**config.mk**
```make
export PLATFORM = sky130hd
export DESIGN_NAME = pcct_addr
export DESIGN_NICKNAME = d
export VERILOG_FILES = /design/src/sv/pcct_pkg.sv /design/src/sv/pcct_addr.sv
export SDC_FILE = /design/constraint.sdc
export NUM_CORES = 1
export LEC_CHECK = 0
export ABC_CLOCK_PERIOD_IN_PS = 15100
export BUFFER_PORTS_ARGS = -buffer_cell sky130_fd_sc_hd__buf_2
export CORE_MARGIN = 4
export CORE_UTILIZATION = 40
export DETAILED_ROUTE_END_ITERATION = 8
export PLACE_DENSITY_LB_ADDON = 0.15
export SKIP_LAST_GASP = 1
export SLEW_MARGIN = 15
export SYNTH_ARGS = -nofsm -noshare
export SYNTH_HDL_FRONTEND = slang
export SYNTH_SLANG_ARGS = --single-unit
```
**constraint.sdc**
```tcl
create_clock -name vclk -period 15.1
set_clock_uncertainty 0.05 [all_clocks]
set_input_delay 3.02 -clock vclk [all_inputs]
set_output_delay 3.02 -clock vclk [all_outputs]
set_load 0.05 [all_outputs]
```
**src/sv/pcct_pkg.sv**
```systemverilog
package pcct_pkg;

  localparam int NODE_W  = 7;
  localparam int CMD_W   = 3;
  localparam int DELTA_W = 3;
  localparam int OUT_CNT_W = 16;
  localparam int PROJ_W  = 17;

  typedef enum logic [CMD_W-1:0] {
    CMD_ADD   = 3'd0,
    CMD_REM   = 3'd1,
    CMD_QUERY = 3'd2,
    CMD_PROJ  = 3'd3,
    CMD_CLEAR = 3'd4
  } cmd_t;

  localparam logic signed [DELTA_W-1:0] DELTA_POS  = 3'sd2;
  localparam logic signed [DELTA_W-1:0] DELTA_NEG  = -3'sd2;
  localparam logic signed [DELTA_W-1:0] DELTA_NONE = 3'sd0;

  // Decoded command for one beat; the pair checks are already folded in.
  typedef struct packed {
    logic op_add;
    logic op_rem;
    logic op_read;
    logic op_clear;
    logic commit;
  } op_dec_t;

endpackage

```
**src/sv/pcct_addr.sv**
```systemverilog
module pcct_addr #(
  parameter int NODES = 64,
  localparam int DEPTH = NODES * (NODES - 1) / 2,
  localparam int AW = (DEPTH > 1) ? $clog2(DEPTH) : 1
) (
  input  logic [pcct_pkg::CMD_W-1:0]  command,
  input  logic [pcct_pkg::NODE_W-1:0] node_a,
  input  logic [pcct_pkg::NODE_W-1:0] node_b,
  input  logic                        commit,
  output pcct_pkg::op_dec_t           dec,
  output logic [AW-1:0]               idx
);

  localparam int PW = 2 * pcct_pkg::NODE_W;

  logic [pcct_pkg::NODE_W-1:0] hi;
  logic [pcct_pkg::NODE_W-1:0] lo;
  logic [PW-1:0]               tri_prod;
  logic [PW-1:0]               idx_full;
  logic                        pair_ok;

  always_comb begin
    hi = (node_a > node_b) ? node_a : node_b;
    lo = (node_a > node_b) ? node_b : node_a;
    tri_prod = PW'(hi - 1'b1) * PW'(hi - 2'd2);
    idx_full = (tri_prod >> 1) + PW'(lo) - PW'(1);
    idx = AW'(idx_full);
    pair_ok = (node_a != node_b) && (node_a != '0) && (node_b != '0) &&
              (32'(node_a) <= NODES) && (32'(node_b) <= NODES);
  end

  always_comb begin
    dec = '0;
    dec.commit = commit;
    unique case (pcct_pkg::cmd_t'(command))
      pcct_pkg::CMD_ADD:   dec.op_add   = pair_ok;
      pcct_pkg::CMD_REM:   dec.op_rem   = pair_ok;
      pcct_pkg::CMD_QUERY: dec.op_read  = pair_ok;
      pcct_pkg::CMD_PROJ:  dec.op_read  = pair_ok;
      pcct_pkg::CMD_CLEAR: dec.op_clear = 1'b1;
      default:             dec = '0;
    endcase
  end

endmodule

```
==> metrics.md <==
| Metric | Value |
|---|---|
| Outcome | completed |
| Slowest cell on crit path | o31ai_1 |
| Vias | around 2600 |
| Slew HR | a little under half |
| Final Max Slew Viols | 0 |
| Max Freq | approximately 70 MHz |
| Worst Path Arrival | 11250 ps |
| Final setup viols | 0 |
| Hold Crit Class | primary input to output pin |
| RSZ-0062 raised after global routing | no |
| Antenna cells | 0 |
| Setup_tns | 0 ps |
| Final hold vios | 0 |
| Drt drc | 0 |
| Die H | approximately 96 µm |
| Period utilisation layout | 94.83% |
| Yosys warning count | 0 |
| Mapped Avg Cell Area | around 7.7 µm² |
| Commonest non-fill, non-tap cells in the layout | 99 x inv_1, 46 x ha_1, 43 x nor2_1 |
| Gate Count Post-Synth | a little over 400 |
| Filler cells | roughly 770 |
| Share of cells above drive strength 1 | between 10 and 15% |
| IO Pins | 34 |
| Nets | between 500 and 600 |
| Vias per cell | just under 5 |
| Routed length per instance | between 10 and 15 µm |
| Clock buffer cells | 0 |
| Seq cells | 0 |
| Drt total wl | roughly 6.8 mm |
| DR iter-0 viols | 58 |
| Initial Util | between 40 and 50% |
| Register area share after synthesis | 0% |
| Syn-to-layout area delta | 10.18% |
| Port-buffer cells | 34 |
| Crit Path Max Fanout | 8 |
| Max Cap Viol | 0 |
| Die W | about 96 µm |
| Mapped Area | around 3100 µm² |
| GP Congestion | approximately 0.87 |
| Commonest non-fill, non-tap cell in the layout | inv_1 |
| Global route total overflow | 0 |
| Initial antenna violation count | 0 |
| Multi-input logic area | approximately 2700 µm² |
| Critical path class | primary input to output pin |
| Drt pass-1 iters | 4 |
| CORE AREA | around 7400 µm² |
| FF/Latch Area | 0 µm² |
| Die Area | between 9000 and 10000 µm² |
| Nature of the critical path startpoint | primary input |
| Mapped Nets | ~500 |
| Critical path required time | 12030 ps |
| Worst-Margin Slew | 796.0 ps |
| Rows | 31 |
| Worst hold slack | ~6300 ps |
| Vias in the first global route | between 2000 and 3000 |
| Setup crit end kind | output pin |
| Crit path time final | approximately 14000 ps |
| Synth unique cells | 42 |
| First-pass GRT wire length | between 10 and 15 mm |
| Slowest stage delay, CP | around 670 ps |
| Final HPWL DP | slightly below 6 mm |
| Overall routing resource usage | approximately 16% |
| Routed Antenna Nets | 0 |
| Critical Path Most Common Cell | inv_1 |
| Largest net degree at the start of global routing | 27 |
through the flow:
| step | utilization [%] | setup WS (ps) | area [µm²] | cells |
|---|---|---|---|---|
| global placement | 45.68 | 531.8 | 3385 | 532 |
| detailed placement | 45.68 | 334.1 | 3385 | 532 |
| CTS | 45.68 | 327.8 | 3385 | 532 |
| global route | 46.41 | 92.20 | 3438 | 537 |
| finish | 46.41 | 780.3 | 3438 | 537 |
| floorplan | - | 1202 | 3120 | 406 |
layer usage:
layer,share of wire (%),GRT usage (%),up-vias
li1,-,-,1325
met2,49,29.38,47
met3,3.5,0.3909,6
met1,47,22.31,1208
met4,0.49,0.9346,0
met5,0,0,-
synth_stat cells, types with 4 or more instances:
master	instances	area, µm²
inv_1	99	371.6
ha_1	47	588.1
nor2_1	43	161.4
fa_1	38	760.7
xnor2_1	29	254.0
a21oi_1	20	100.1
nand2_1	20	75.07
xor2_1	13	113.9
nand2b_1	9	56.30
mux2i_1	8	80.08
o21ai_0	7	35.03
a21o_1	6	45.04
nor3_1	6	30.03
and2_1	5	31.28
nand3_1	5	25.02
nor3b_1	5	37.54
clkbuf_1	4	15.01
o21bai_1	4	30.03
area by class of cell:
cell class                 count  share of cell area, %
multi-input combinational    299                  79.51
inverter                     101                  11.06
timing repair buffer          38                  5.822
tap                           99                  3.603
critical path, delay by kind of cell:
family | cells | cell delay (ps)
AO/OA/AOI/OAI | 10 | 2320
XOR/XNOR | 2 | 570
adder cells (fa/ha/maj) | 8 | 3300
buffers and inverters | 7 | 730
multiplexers | 1 | 450
AND/OR/NAND/NOR | 4 | 840
repair_timing:
action	4_1_cts	5_1_grt
setup endpoints to repair	0	1
gates resized for setup	0	4
hold buffers	0	0
buffers inserted	0	4
kinds of logic after synthesis:
group | after synthesis | share of synthesized area, %
AND/OR/NAND/NOR | 109 | 16.88
buffers and inverters | 108 | 13.15
AO/OA/AOI/OAI | 50 | 10.22
adder cells (fa/ha/maj) | 85 | 43.22
XOR/XNOR | 43 | 12.51
multiplexers | 11 | 4.010
final timing paths:
check	start	depth (start not counted)	to
worst max-delay path	node_b[4]	32	idx[10]
worst min-delay path	command[0]	3	dec[4]
Power is not shown: default switching activity piles up to over one toggle a cycle in this logic, so the estimate is an artifact.
