--- src/sv/pcct_pkg.sv ---
package pcct_pkg;

  localparam int NODE_W  = 7;
  localparam int CMD_W   = 3;
  localparam int DELTA_W = 3;
  localparam int OUT_CNT_W = 16;
  localparam int PROJ_W  = 17;

  typedef enum logic [CMD_W-1:0] {
    CMD_ADD   = 3'd0,
    CMD_REM   = 3'd1,
    CMD_QUERY = 3'd2,
    CMD_PROJ  = 3'd3,
    CMD_CLEAR = 3'd4
  } cmd_t;

  localparam logic signed [DELTA_W-1:0] DELTA_POS  = 3'sd2;
  localparam logic signed [DELTA_W-1:0] DELTA_NEG  = -3'sd2;
  localparam logic signed [DELTA_W-1:0] DELTA_NONE = 3'sd0;

  // Decoded command for one beat; the pair checks are already folded in.
  typedef struct packed {
    logic op_add;
    logic op_rem;
    logic op_read;
    logic op_clear;
    logic commit;
  } op_dec_t;

endpackage

--- src/sv/pcct_upd.sv ---
module pcct_upd #(
  parameter int COUNT_WIDTH = 16
) (
  input  pcct_pkg::op_dec_t                   dec,
  input  logic [COUNT_WIDTH-1:0]              cnt,
  output logic [COUNT_WIDTH-1:0]              cnt_new,
  output logic                                wr_en,
  output logic signed [pcct_pkg::DELTA_W-1:0] cost_delta,
  output logic [pcct_pkg::OUT_CNT_W-1:0]      pair_count,
  output logic [pcct_pkg::PROJ_W-1:0]         projected
);

  localparam logic [COUNT_WIDTH-1:0] CNT_MAX = '1;
  localparam logic [COUNT_WIDTH-1:0] CNT_ONE = COUNT_WIDTH'(1);
  localparam logic [COUNT_WIDTH-1:0] CNT_TWO = COUNT_WIDTH'(2);

  logic        any_op;
  logic [31:0] cnt_ext;
  logic [31:0] cnt_m1_ext;

  always_comb begin
    cnt_new    = cnt;
    wr_en      = 1'b0;
    cost_delta = pcct_pkg::DELTA_NONE;
    any_op     = dec.op_add | dec.op_rem | dec.op_read;
    priority if (dec.op_add) begin
      if (dec.commit) begin
        cnt_new    = (cnt == CNT_MAX) ? cnt : cnt + CNT_ONE;
        wr_en      = 1'b1;
        cost_delta = (cnt_new > CNT_ONE) ? pcct_pkg::DELTA_POS : pcct_pkg::DELTA_NONE;
      end else begin
        cost_delta = (cnt != '0) ? pcct_pkg::DELTA_POS : pcct_pkg::DELTA_NONE;
      end
    end else if (dec.op_rem) begin
      if (dec.commit) begin
        cnt_new    = (cnt == '0) ? cnt : cnt - CNT_ONE;
        wr_en      = 1'b1;
        cost_delta = (cnt_new != '0) ? pcct_pkg::DELTA_NEG : pcct_pkg::DELTA_NONE;
      end else begin
        cost_delta = (cnt >= CNT_TWO) ? pcct_pkg::DELTA_NEG : pcct_pkg::DELTA_NONE;
      end
    end else begin
      cnt_new = cnt;
    end
    cnt_ext    = 32'(cnt_new);
    cnt_m1_ext = 32'(cnt_new - CNT_ONE);
    pair_count = any_op ? cnt_ext[pcct_pkg::OUT_CNT_W-1:0] : '0;
    projected  = (any_op && (cnt_new >= CNT_TWO)) ?
                 {cnt_m1_ext[pcct_pkg::PROJ_W-2:0], 1'b0} : '0;
  end

endmodule

--- config.mk ---
export PLATFORM = sky130hd
export DESIGN_NAME = pcct_upd
export DESIGN_NICKNAME = d
export VERILOG_FILES = /design/src/sv/pcct_pkg.sv /design/src/sv/pcct_upd.sv
export SDC_FILE = /design/constraint.sdc
export NUM_CORES = 1
export LEC_CHECK = 0
export CAP_MARGIN = 30
export CORE_MARGIN = 2
export CORE_UTILIZATION = 67
export DETAILED_ROUTE_END_ITERATION = 8
export DONT_BUFFER_PORTS = 1
export MAX_ROUTING_LAYER = met4
export PLACE_DENSITY = 0.93
export SLEW_MARGIN = 10
export SYNTH_ARGS = -nofsm -noshare
export SYNTH_HDL_FRONTEND = slang
export SYNTH_SLANG_ARGS = --single-unit
export TNS_END_PERCENT = 50
--- constraint.sdc ---
create_clock -name vclk -period 10.4
set_input_delay 1.56 -clock vclk [all_inputs]
set_output_delay 1.56 -clock vclk [all_outputs]
set_load 0.05 [all_outputs]
==> metrics.txt <==
area of the mapped netlist 0.002016 mm²; row count 19; XOR/XNOR Fraction of Synth Area 6.518%; setup TNS 0 ns; DR vias/cell 7.636; first-pass GRT wire length 10.05 mm; Syn Area/Cell 6.339 µm²; die area 0.003463 mm²; setup violators final 0; I/O pin cnt 74; fin crit share 69.00%; cell count after synthesis 318; CP Launch Type input port; DRC Markers 4; worst slew pin tran 1.045 ns; run status complete, but fails checks; max-slew headroom at the worst pin 30.58%; Initial Utilization 71.86%; hold buffers post-CTS 0; Tot GR Track Use 37.15%; complex-gate fraction of the synthesized area 28.86%; leakage 0.6727 nW; Hold Path Class input port to output port; CP max FO 10; PD cells 59.95 mW/mm²; failing checks DRC; total wire length 6.390 mm; Fmax 139.4 MHz; initial antenna violation count 0; Layout clock buffers 0; post-cts sizing count 0; n_diodes 0; Crit. End Element output port; post-synthesis adder-cell area fraction 3.724%; Port Buffer Count 0; Final Hold Fails 0; seq_cells 0; final net count 330; area grow syn2layout -0.3102%; DIE HEIGHT 58.85 µm; Ys Warns 0; Final ANT Viol Nets 0; Die Wd 58.85 µm; WP data required 8.84 ns; Peak VDD IR 91.90 µV; largest family of logic cells by synthesized area simple AND/OR/NAND/NOR gates; largest net degree at the start of global routing 17; drt initial violations 336; setup bufs post-CTS 0; share of cells above drive strength 1 11.96%; Sequential cell area 0 µm²; post-layout minimum cycle time 7.176 ns; max-cap viol count 0; Core Util, Final 71.63%; drt wl/cell 19.25 µm; most frequent cells in the layout nor2_1 (34), nand2_1 (21), nand3_1 (19), o21ai_0 (18), a21oi_1 (18); post-synthesis mux area share 1.117%; Core Area 0.002805 mm²; critical path type input port to output port; simple-gate share of the synthesized area 49.53%; Pins Over Slew Limit 0; Cell variety after synth 67; commonest non-fill, non-tap cell in the layout nor2_1; vias in the first global route 2139; vias 2535; Initial DRT Pass Iterations 8; CP arrival 5.62 ns; GRT overflow 0; RSZ-0062 raised after global routing no; dpl hpwl 4.930 mm; sequential-to-total area share from yosys stat 0%; GP Congestion 0.9844
-- worst max-delay path, cell delays in order --
cell and delay [ns]:
inv_1 0.07, ha_1 0.18, nor3b_2 0.38, nand3_1 0.22, o31ai_1 0.41, nand3_1 0.60, a211oi_2 0.59, nand3_1 0.30
or4_1 0.46, a21oi_1 0.84
-- cell families after synthesis --
family          count (synthesis)
mux                             2
other cells                     1
fa+ha+maj                       6
buf+inv                        42
xor+xnor                       15
compound gates                 81
simple gates                  171
-- stage by stage --
stage	cell area (µm²)	std cells	setup slack (ns)	power, mW	hold WS (ns)
2_1_floorplan	2019	319	2.727	0.1152	3.443
3_3_place_gp	2002	331	3.340	0.1173	3.357
4_1_cts	2009	332	3.305	0.1195	3.360
3_5_place_dp	2009	332	3.323	0.1194	3.359
6_report	2009	332	3.224	0.1205	3.363
5_1_grt	2009	332	2.935	0.1264	3.367
-- synthesized netlist by cell type (all sizes together), types with 2 or more instances --
| library cell | number | share of area, % |
|---|---|---|
| o32ai | 2 | 0.87 |
| xor2 | 7 | 3.0 |
| o22ai | 3 | 0.93 |
| and4 | 4 | 1.9 |
| or4 | 6 | 2.4 |
| o2111ai | 2 | 0.87 |
| nor2 | 34 | 6.3 |
| or3 | 14 | 4.6 |
| a311oi | 3 | 1.3 |
| nor4 | 11 | 4.8 |
| o21ai | 18 | 4.5 |
| xnor2 | 8 | 3.5 |
| inv | 12 | 2.2 |
| o41ai | 4 | 2.7 |
| or2 | 3 | 0.93 |
| a211oi | 5 | 2.7 |
| nor4b | 2 | 0.87 |
| nand4 | 8 | 3.5 |
| clkbuf | 18 | 3.5 |
| a221oi | 2 | 1.2 |
| ha | 6 | 3.7 |
| a31oi | 4 | 1.2 |
| nand3 | 19 | 4.7 |
| nor3 | 17 | 4.5 |
| nor3b | 2 | 0.99 |
| a21oi | 18 | 4.5 |
| o221ai | 2 | 0.87 |
| mux2 | 2 | 1.1 |
| and2 | 12 | 3.7 |
| and3 | 8 | 2.5 |
| o31ai | 7 | 2.6 |
| buf | 12 | 4.3 |
| nand2 | 21 | 3.9 |
| nand3b | 3 | 1.1 |
| nand2b | 4 | 1.2 |
-- per-layer routing --
layer  global-route usage (%)  share of wire (%)
met1                    51.52                 38
met2                    60.48                 47
met3                    2.198                 13
met4                    5.844                1.5
met5                        -                  0
-- layout make-up --
| class | count | area, µm² |
|---|---|---|
| fillers | 265 | 795.8 |
| inverters | 12 | 45.04 |
| repair buffers | 12 | 90.09 |
| well taps | 31 | 38.79 |
| multi-input cells | 277 | 1836 |
-- worst paths after layout --
path	end	start	cells past startpoint	slack [ns]
worst min-delay path	cnt_new[15]	cnt[15]	2	3.36
worst max-delay path	projected[15]	cnt[0]	10	3.22
-- power breakdown --
part | switching, mW | internal, mW
Clock | 0 | 0
Combinational | 0.0959 | 0.0246
Sequential | 0 | 0
Total | 0.0959 | 0.0246
No activity file was read; power rests on OpenSTA's default activity.
